**config.mk**
```make
export PLATFORM = sky130hd
export DESIGN_NAME = ultrasonic_echo_ranger
export DESIGN_NICKNAME = d
export VERILOG_FILES = /design/src/rtl/core/uer_pkg.sv /design/src/rtl/core/uer_range_acc.sv /design/src/rtl/core/uer_core.sv /design/src/rtl/core/ultrasonic_echo_ranger.sv
export SDC_FILE = /design/constraint.sdc
export NUM_CORES = 1
export LEC_CHECK = 0
export BUFFER_PORTS_ARGS = -buffer_cell sky130_fd_sc_hd__buf_2
export CORE_MARGIN = 2
export CORE_UTILIZATION = 45
export CTS_BUF_LIST = sky130_fd_sc_hd__clkbuf_4 sky130_fd_sc_hd__clkbuf_8 sky130_fd_sc_hd__clkbuf_16
export DETAILED_ROUTE_END_ITERATION = 8
export GPL_TIMING_DRIVEN = 0
export HOLD_SLACK_MARGIN = 0.12
export PLACE_DENSITY = 0.57
export SLEW_MARGIN = 20
export SYNTH_ARGS = -nofsm -noshare
export SYNTH_HDL_FRONTEND = slang
export SYNTH_SLANG_ARGS = --single-unit
```
**constraint.sdc**
```tcl
create_clock -name clk -period 15.4 [get_ports clk]
set_input_delay 1.54 -clock clk [delete_from_list [all_inputs] [get_ports clk]]
set_output_delay 1.54 -clock clk [all_outputs]
set_load 0.05 [all_outputs]
```
**src/rtl/core/uer_pkg.sv**
```systemverilog
// Shared types, constants and register indexes for the ultrasonic echo ranger.
package uer_pkg;

  localparam int TIMER_BITS_DEF = 20;
  localparam int CFG_IDX_W      = 3;
  localparam int CFG_DATA_W     = 20;

  // register indexes
  localparam logic [CFG_IDX_W-1:0] REG_MAX_DISTANCE = 3'd0;
  localparam logic [CFG_IDX_W-1:0] REG_FILTER_EN    = 3'd1;
  localparam logic [CFG_IDX_W-1:0] REG_CLEAN_LOW    = 3'd2;
  localparam logic [CFG_IDX_W-1:0] REG_PULSE_HIGH   = 3'd3;
  localparam logic [CFG_IDX_W-1:0] REG_RISE_TO      = 3'd4;
  localparam logic [CFG_IDX_W-1:0] REG_HIGH_TO      = 3'd5;
  localparam logic [CFG_IDX_W-1:0] REG_NO_OBST      = 3'd6;
  localparam logic [CFG_IDX_W-1:0] REG_HOLDOFF      = 3'd7;

  // status codes
  localparam logic [1:0] ST_OK       = 2'd0;
  localparam logic [1:0] ST_NO_RISE  = 2'd1;
  localparam logic [1:0] ST_TOO_LONG = 2'd2;
  localparam logic [1:0] ST_NO_OBST  = 2'd3;

  // distance = (width * CM_MUL + CM_RND) / CM_DIV
  localparam int CM_MUL = 17;
  localparam int CM_RND = 500;
  localparam int CM_DIV = 1000;
  localparam int REM_W  = 10;

  // filter remeasure window
  localparam logic [15:0] FILT_LO = 16'd3;
  localparam logic [15:0] FILT_HI = 16'd5;

  typedef struct packed {
    logic [15:0] max_distance;
    logic        filter_enable;
    logic [15:0] clean_low_us;
    logic [15:0] pulse_high_us;
    logic [19:0] rise_timeout_us;
    logic [19:0] high_timeout_us;
    logic [19:0] no_obstacle_us;
    logic [19:0] holdoff_us;
  } cfg_t;

  localparam cfg_t CFG_RESET = '{
    max_distance:    16'd400,
    filter_enable:   1'b0,
    clean_low_us:    16'd4,
    pulse_high_us:   16'd10,
    rise_timeout_us: 20'd30000,
    high_timeout_us: 20'd40000,
    no_obstacle_us:  20'd25000,
    holdoff_us:      20'd60000
  };

  typedef struct packed {
    logic load;
    logic inc;
  } acc_ctl_t;

endpackage

```
**src/rtl/core/uer_range_acc.sv**
```systemverilog
// Running width-to-centimeter quotient, kept as quotient and remainder per tick.
module uer_range_acc #(
  parameter int TIMER_BITS = uer_pkg::TIMER_BITS_DEF
) (
  input  logic                   clk,
  input  logic                   rst_n,
  input  uer_pkg::acc_ctl_t      ctl,
  output logic [TIMER_BITS-1:0]  cm_raw
);
  import uer_pkg::*;

  logic [TIMER_BITS-1:0] q_r, q_nxt;
  logic [REM_W-1:0]      r_r, r_nxt;
  logic [REM_W:0]        r_sum;

  always_comb begin
    r_sum = {1'b0, r_r} + (REM_W+1)'(CM_MUL);
    q_nxt = q_r;
    r_nxt = r_r;
    if (ctl.load) begin
      // width of one: (CM_MUL + CM_RND) stays below CM_DIV
      q_nxt = '0;
      r_nxt = REM_W'(CM_MUL + CM_RND);
    end else if (ctl.inc) begin
      if (r_sum >= (REM_W+1)'(CM_DIV)) begin
        r_nxt = REM_W'(r_sum - (REM_W+1)'(CM_DIV));
        q_nxt = q_r + 1'b1;
      end else begin
        r_nxt = r_sum[REM_W-1:0];
      end
    end
  end

  always_ff @(posedge clk) begin
    if (!rst_n) begin
      q_r <= '0;
      r_r <= REM_W'(CM_RND);
    end else begin
      q_r <= q_nxt;
      r_r <= r_nxt;
    end
  end

  assign cm_raw = q_r;

endmodule

```
**src/rtl/core/uer_core.sv**
```systemverilog
// Trigger/echo sequencer, filter and registered result beat.
module uer_core #(
  parameter int TIMER_BITS = uer_pkg::TIMER_BITS_DEF
) (
  input  logic                   clk,
  input  logic                   rst_n,
  input  uer_pkg::cfg_t          cfg,
  input  logic                   in_valid,
  output logic                   in_ready,
  input  logic                   in_start_req,
  input  logic                   in_echo_level,
  input  logic [TIMER_BITS-1:0]  cm_raw,
  output uer_pkg::acc_ctl_t      acc_ctl,
  output logic                   out_valid,
  input  logic                   out_ready,
  output logic                   out_trigger_level,
  output logic                   out_busy_res,
  output logic                   out_done_res,
  output logic [15:0]            out_distance_cm,
  output logic [1:0]             out_status
);
  import uer_pkg::*;

  localparam int CW = (TIMER_BITS > 20) ? TIMER_BITS : 20;
  localparam logic [TIMER_BITS-1:0] CMASK = {TIMER_BITS{1'b1}};

  typedef enum logic [2:0] {
    PH_IDLE  = 3'd0,
    PH_CLEAN = 3'd1,
    PH_PULSE = 3'd2,
    PH_RISE  = 3'd3,
    PH_HIGH  = 3'd4,
    PH_HOLD  = 3'd5
  } phase_t;

  phase_t                phase_r, phase_nxt;
  logic [TIMER_BITS-1:0] tick_r, tick_nxt;
  logic [TIMER_BITS-1:0] since_r, since_nxt;
  logic [TIMER_BITS-1:0] width_r, width_nxt;
  logic [15:0]           first_r, first_nxt;
  logic                  second_r, second_nxt;

  logic                  out_valid_r;
  logic                  trig_r, busy_r, done_r;
  logic [15:0]           dist_r;
  logic [1:0]            status_r;

  logic                  fire;
  logic                  trig_nxt, done_nxt;
  logic [15:0]           dist_nxt;
  logic [1:0]            status_nxt;
  logic                  fin;
  logic [15:0]           fin_x;
  logic [1:0]            fin_st;
  logic [16:0]           avg_sum;
  logic [15:0]           cm_val;
  acc_ctl_t              ctl;

  function automatic logic [TIMER_BITS-1:0] sat_inc(input logic [TIMER_BITS-1:0] v);
    sat_inc = (v == CMASK) ? CMASK : v + 1'b1;
  endfunction

  assign fire     = in_valid && in_ready;
  assign in_ready = !out_valid_r || out_ready;

  // clamped distance from the running quotient
  always_comb begin
    if (cm_raw > TIMER_BITS'(cfg.max_distance)) begin
      cm_val = cfg.max_distance;
    end else begin
      cm_val = cm_raw[15:0];
    end
  end

  always_comb begin
    phase_nxt  = phase_r;
    tick_nxt   = tick_r;
    since_nxt  = since_r;
    width_nxt  = width_r;
    first_nxt  = first_r;
    second_nxt = second_r;
    trig_nxt   = 1'b0;
    done_nxt   = 1'b0;
    dist_nxt   = '0;
    status_nxt = ST_OK;
    fin        = 1'b0;
    fin_x      = '0;
    fin_st     = ST_OK;
    avg_sum    = '0;
    ctl        = '0;

    if (phase_r == PH_IDLE && in_start_req) begin
      phase_nxt  = PH_CLEAN;
      tick_nxt   = '0;
      second_nxt = 1'b0;
    end

    case (phase_nxt)
      PH_CLEAN: begin
        tick_nxt = sat_inc(tick_nxt);
        if (CW'(tick_nxt) >= CW'(cfg.clean_low_us) || tick_nxt == CMASK) begin
          phase_nxt = PH_PULSE;
          tick_nxt  = '0;
        end
      end
      PH_PULSE: begin
        trig_nxt = 1'b1;
        tick_nxt = sat_inc(tick_nxt);
        if (CW'(tick_nxt) >= CW'(cfg.pulse_high_us) || tick_nxt == CMASK) begin
          phase_nxt = PH_RISE;
          tick_nxt  = '0;
          since_nxt = '0;
        end
      end
      PH_RISE: begin
        since_nxt = sat_inc(since_r);
        if (in_echo_level) begin
          phase_nxt = PH_HIGH;
          width_nxt = TIMER_BITS'(1);
          ctl.load  = 1'b1;
        end else if (CW'(since_nxt) >= CW'(cfg.rise_timeout_us) || since_nxt == CMASK) begin
          fin    = 1'b1;
          fin_x  = 16'd1;
          fin_st = ST_NO_RISE;
        end
      end
      PH_HIGH: begin
        since_nxt = sat_inc(since_r);
        if (in_echo_level) begin
          if (CW'(width_r) >= CW'(cfg.high_timeout_us) || width_r == CMASK) begin
            fin    = 1'b1;
            fin_x  = '0;
            fin_st = ST_TOO_LONG;
          end else begin
            width_nxt = width_r + 1'b1;
            ctl.inc   = 1'b1;
          end
        end else if (CW'(width_r) > CW'(cfg.no_obstacle_us)) begin
          fin    = 1'b1;
          fin_x  = cfg.max_distance;
          fin_st = ST_NO_OBST;
        end else if (CW'(since_nxt) >= CW'(cfg.holdoff_us) || since_nxt == CMASK) begin
          fin    = 1'b1;
          fin_x  = cm_val;
          fin_st = ST_OK;
        end else begin
          phase_nxt = PH_HOLD;
        end
      end
      PH_HOLD: begin
        since_nxt = sat_inc(since_r);
        if (CW'(since_nxt) >= CW'(cfg.holdoff_us) || since_nxt == CMASK) begin
          fin    = 1'b1;
          fin_x  = cm_val;
          fin_st = ST_OK;
        end
      end
      default: begin
      end
    endcase

    if (fin) begin
      done_nxt = 1'b1;
      if (cfg.filter_enable) begin
        if (!second_r) begin
          if (fin_x == '0) begin
            fin_x = cfg.max_distance;
          end
          if (fin_x inside {[FILT_LO:FILT_HI]}) begin
            // remeasure, keep first pass
            first_nxt  = fin_x;
            second_nxt = 1'b1;
            phase_nxt  = PH_CLEAN;
            tick_nxt   = '0;
            done_nxt   = 1'b0;
          end
        end else begin
          avg_sum = {1'b0, first_r} + {1'b0, fin_x};
          fin_x   = (fin_x == '0) ? cfg.max_distance : avg_sum[16:1];
        end
      end
      if (done_nxt) begin
        phase_nxt  = PH_IDLE;
        second_nxt = 1'b0;
        dist_nxt   = fin_x;
        status_nxt = fin_st;
      end
    end
  end

  assign acc_ctl = fire ? ctl : '0;

  always_ff @(posedge clk) begin
    if (!rst_n) begin
      phase_r     <= PH_IDLE;
      tick_r      <= '0;
      since_r     <= '0;
      width_r     <= '0;
      first_r     <= '0;
      second_r    <= 1'b0;
      out_valid_r <= 1'b0;
    end else begin
      if (fire) begin
        phase_r     <= phase_nxt;
        tick_r      <= tick_nxt;
        since_r     <= since_nxt;
        width_r     <= width_nxt;
        first_r     <= first_nxt;
        second_r    <= second_nxt;
        out_valid_r <= 1'b1;
        trig_r      <= trig_nxt;
        busy_r      <= (phase_nxt != PH_IDLE);
        done_r      <= done_nxt;
        dist_r      <= dist_nxt;
        status_r    <= status_nxt;
      end else if (out_ready) begin
        out_valid_r <= 1'b0;
      end
    end
  end

  assign out_valid         = out_valid_r;
  assign out_trigger_level = trig_r;
  assign out_busy_res      = busy_r;
  assign out_done_res      = done_r;
  assign out_distance_cm   = dist_r;
  assign out_status        = status_r;

endmodule

```
**src/rtl/core/ultrasonic_echo_ranger.sv**
```systemverilog
// Top level of the ultrasonic echo ranger: register file, sequencer, range accumulator.
//
//   channel | direction | handshake              | payload
//   in_     | input     | in_valid / in_ready    | start_req, echo_level (one us tick)
//   out_    | output    | out_valid / out_ready  | trigger_level, busy_res, done_res,
//           |           |                        | distance_cm, status
//   cfg_    | input     | cfg_we                 | cfg_index, cfg_data
//
// One beat in, one beat out; a new tick is taken every cycle while the result
// register is empty or being drained. Each result appears in the result register the cycle after its tick.
// Synchronous reset restores register defaults and idles the sequencer.
// A stalled result blocks the next tick only while out_ready stays low.
module ultrasonic_echo_ranger #(
  parameter int TIMER_BITS = uer_pkg::TIMER_BITS_DEF
) (
  input  logic                           clk,
  input  logic                           rst_n,
  input  logic                           cfg_we,
  input  logic [uer_pkg::CFG_IDX_W-1:0]  cfg_index,
  input  logic [uer_pkg::CFG_DATA_W-1:0] cfg_data,
  input  logic                           in_valid,
  output logic                           in_ready,
  input  logic                           in_start_req,
  input  logic                           in_echo_level,
  output logic                           out_valid,
  input  logic                           out_ready,
  output logic                           out_trigger_level,
  output logic                           out_busy_res,
  output logic                           out_done_res,
  output logic [15:0]                    out_distance_cm,
  output logic [1:0]                     out_status
);
  import uer_pkg::*;

  cfg_t                  cfg_r;
  acc_ctl_t              acc_ctl;
  logic [TIMER_BITS-1:0] cm_raw;

  always_ff @(posedge clk) begin
    if (!rst_n) begin
      cfg_r <= CFG_RESET;
    end else if (cfg_we) begin
      case (cfg_index)
        REG_MAX_DISTANCE: cfg_r.max_distance    <= cfg_data[15:0];
        REG_FILTER_EN:    cfg_r.filter_enable   <= cfg_data[0];
        REG_CLEAN_LOW:    cfg_r.clean_low_us    <= cfg_data[15:0];
        REG_PULSE_HIGH:   cfg_r.pulse_high_us   <= cfg_data[15:0];
        REG_RISE_TO:      cfg_r.rise_timeout_us <= cfg_data[19:0];
        REG_HIGH_TO:      cfg_r.high_timeout_us <= cfg_data[19:0];
        REG_NO_OBST:      cfg_r.no_obstacle_us  <= cfg_data[19:0];
        REG_HOLDOFF:      cfg_r.holdoff_us      <= cfg_data[19:0];
        default: begin
        end
      endcase
    end
  end

  uer_range_acc #(.TIMER_BITS(TIMER_BITS)) u_acc (
    .clk    (clk),
    .rst_n  (rst_n),
    .ctl    (acc_ctl),
    .cm_raw (cm_raw)
  );

  uer_core #(.TIMER_BITS(TIMER_BITS)) u_core (
    .clk               (clk),
    .rst_n             (rst_n),
    .cfg               (cfg_r),
    .in_valid          (in_valid),
    .in_ready          (in_ready),
    .in_start_req      (in_start_req),
    .in_echo_level     (in_echo_level),
    .cm_raw            (cm_raw),
    .acc_ctl           (acc_ctl),
    .out_valid         (out_valid),
    .out_ready         (out_ready),
    .out_trigger_level (out_trigger_level),
    .out_busy_res      (out_busy_res),
    .out_done_res      (out_done_res),
    .out_distance_cm   (out_distance_cm),
    .out_status        (out_status)
  );

endmodule

```
==> impl_metrics.tcl <==
set metrics [dict create \
    maxCapViolCount 0 \
    ys_ff_latch 261 \
    endpoint "u_core.out_distance_cm[14]" \
    power.density_nw_per_um2 87.8 \
    grt_max_degree 22 \
    dpl.hpwl_mm 34.4 \
    postSynth.asyncResetShare_pct 0 \
    drive_gt1_share_pct 7.73 \
    syn_nets 2151 \
    globalRouteOverflowTotal 0 \
    htree_levels 1 \
    ctsResizeCount 0 \
    fin_worst_skew_ns 0.0119 \
    gp_routability_congestion 0.903 \
    insertion_delay_ns 0.58 \
    drc 0 \
    fp.dieH_um 193 \
    num_io_pins 53 \
    cts_hold_buffers 0 \
    numCtsBuffers 31 \
    seq_area_um2 5440 \
    antenna_found_initial 1 \
    multi_input_comb_area_um2 9610 \
    tightest_slew_ns 1.10 \
    max-vdd-ir-drop_mv 0.0987 \
    setup-tns-final_ns 0 \
    clkTransAtPathRegs_ns 0.06 \
    wire_per_inst_um 18.0 \
    postSynthCellCount 1970 \
    initial_utilization_pct 45.3 \
    rrSetupSlack_ns 7.81 \
    cp.required_ns 15.71 \
    hold_violations 0 \
    final_common_cell "nand2_1" \
    yosysSeqAreaShare_pct 34.0 \
    die_x_um 193 \
    worst_slack_ns 7.81 \
    synth_area_per_cell_um2 8.12 \
    fin_area_um2 17900 \
    firstDrtPassIters 5 \
    worstReg2RegStart "u_core.since_r[0]" \
    critPathSlowestCell "o31ai_1" \
    cpPeakStageDelay_ns 0.91 \
    status "finished clean" \
    postCtsSetupBuffers 0 \
    drt-initial-drc-count 1002 \
    synth.distinct_cells 98 \
    period_share_pct 49.3 \
    slew_violations 0 \
    maxSlewHeadroom_pct 25.9 \
    path_class "reg2reg" \
    cp.arrival_ns 7.90 \
    mostFrequentLayoutCells "nand2_1 (335), dfxtp_1 (240), inv_1 (159)" \
    cts.path.max_buffers 3 \
    start_kind "flop" \
    io_buffers 48 \
    crit_fanout 10 \
    power_leakage_uw 0.00720 \
    endpoint_kind "flop" \
    final_cells 2531 \
    worstHoldPathType "reg2reg" \
    root_buffer "clkbuf_16" \
    track_usage_pct 24.8 \
    wl_mm 45.5 \
    reg2reg_to "u_core.out_distance_cm[14]" \
    final_nets 2232 \
    yosys_most_used_dff "dfxtp_1" \
    setup_violations 0 \
    vias_per_cell 5.58 \
    dp_cells 2479 \
    grt_pass1_vias 13256 \
    die_area_um2 37100 \
    grt_pass1_wl_mm 72.7 \
    clkSinkCount 261 \
    rows 69 \
    finalCriticalPeriod_ns 7.59 \
    rsz0062_at_grt "no" \
    area_growth_pct 11.7 \
    syn_area_um2 16000 \
    worstSetupStartpoint "u_core.since_r[0]" \
    route.antenna.remaining_nets 0 \
    placed_cell_area_um2 16800 \
    cts_tree "yes" \
    synth_edf_count 21 \
    fill_cells 3466 \
    fmax_mhz 132 \
    core_area_um2 35300 \
    post-place-ws_ns 8.04 \
    routed-via-count 14119 \
    ys.warnings.count 0 \
    rr_worst_depth 28 \
    num_antenna_cells 0 \
]
-- through the flow --
| step | utilization [%] | power (µW) | hold slack [ns] |
|---|---|---|---|
| 3_5_place_dp | 47.6 | 826 | 0.457 |
| 5_1_grt | 50.6 | 1620 | 0.475 |
| 6_report | 50.6 | 1570 | 0.462 |
| 4_1_cts | 50.6 | 1590 | 0.465 |
| 3_3_place_gp | 47.6 | 824 | 0.452 |
| 2_1_floorplan | - | 784 | 0.442 |
-- power by group --
| group | switching (µW) | internal [µW] |
|---|---|---|
| clock network | 296 | 461 |
| logic | 76.6 | 33.5 |
| registers | 6.19 | 695 |
-- synth_stat cells, drive strengths merged (12+ instances only) --
master	n	share of area (%)
a21boi	104	4.9
a21o	31	1.5
a21oi	77	2.4
a22o	26	1.4
a31oi	36	1.4
and2	17	0.68
and3	38	1.5
buf	17	0.62
clkbuf	70	1.6
dfxtp	240	30
edfxtp	21	3.9
ha	150	12
inv	161	3.8
mux2i	12	0.83
nand2	336	7.9
nand2b	17	0.66
nand3	59	1.9
nand4	37	1.5
nor2	112	2.6
nor2b	52	2.0
nor3	22	0.75
nor4	15	0.66
o211ai	36	1.7
o21ai	76	2.4
or3	14	0.55
xnor2	43	2.4
xor2	32	1.8
-- state kept, by name, indices dropped and copies added, names as in the netlist --
name                      count
u_core.out_valid              1
u_core.out_busy_res           1
u_core.out_status             2
u_core.out_distance_cm       16
u_core.out_trigger_level      1
u_core.tick_r                20
u_core.phase_r                3
u_acc.cm_raw                 20
cfg_r                       129
u_core.width_r               20
u_core.since_r               20
u_core.second_r               1
u_core.out_done_res           1
u_acc.r_r                    10
u_core.first_r               16
-- layout make-up --
class	count	area share [%]
plain buffers	87	2.02
multi-input cells	1461	53.8
well taps	461	3.23
clock inverters	8	0.679
repair buffers	48	1.34
flip-flops and latches	261	30.4
inverters	161	3.38
clock buffers	44	5.17
-- per-layer routing --
metal | track usage [%] | share of wire (%) | vias to the layer above
met2 | 40.7 | 45 | 361
li1 | - | - | 7074
met1 | 34.7 | 47 | 6625
met4 | 5.81 | 2.0 | 0
met3 | 2.96 | 5.3 | 59
met5 | 0 | 0 | -
-- cells by family (layout without fill, tap and decap cells) --
| group | after synthesis | count (layout) | share of synthesized area, % |
|---|---|---|---|
| xor+xnor | 75 | 75 | 4.10 |
| simple gates | 747 | 747 | 22.3 |
| flops | 261 | 261 | 34.0 |
| fa+ha+maj | 151 | 151 | 11.9 |
| buf+inv | 248 | 348 | 6.04 |
| compound gates | 475 | 475 | 20.8 |
| mux | 13 | 13 | 0.899 |
-- worst min path at each step --
stage / slack [ns] / depth (start not counted) / startpoint / to
floorplan: 0.44 / 2 / u_core.first_r[2] / u_core.first_r[2]
global placement: 0.45 / 2 / cfg_r[87] / cfg_r[87]
detailed placement: 0.46 / 2 / cfg_r[38] / cfg_r[38]
CTS: 0.46 / 2 / cfg_r[63] / cfg_r[63]
global route: 0.48 / 2 / cfg_r[78] / cfg_r[78]
finish: 0.46 / 2 / cfg_r[99] / cfg_r[99]
-- critical path: cells and delay by family, from the launching register on --
kind | cells | cell delay, ns
flops | 1 | 0.38
compound gates | 12 | 3.38
fa+ha+maj | 3 | 0.93
simple gates | 9 | 1.39
buf+inv | 4 | 1.23
No activity file was read; power rests on OpenSTA's default activity.
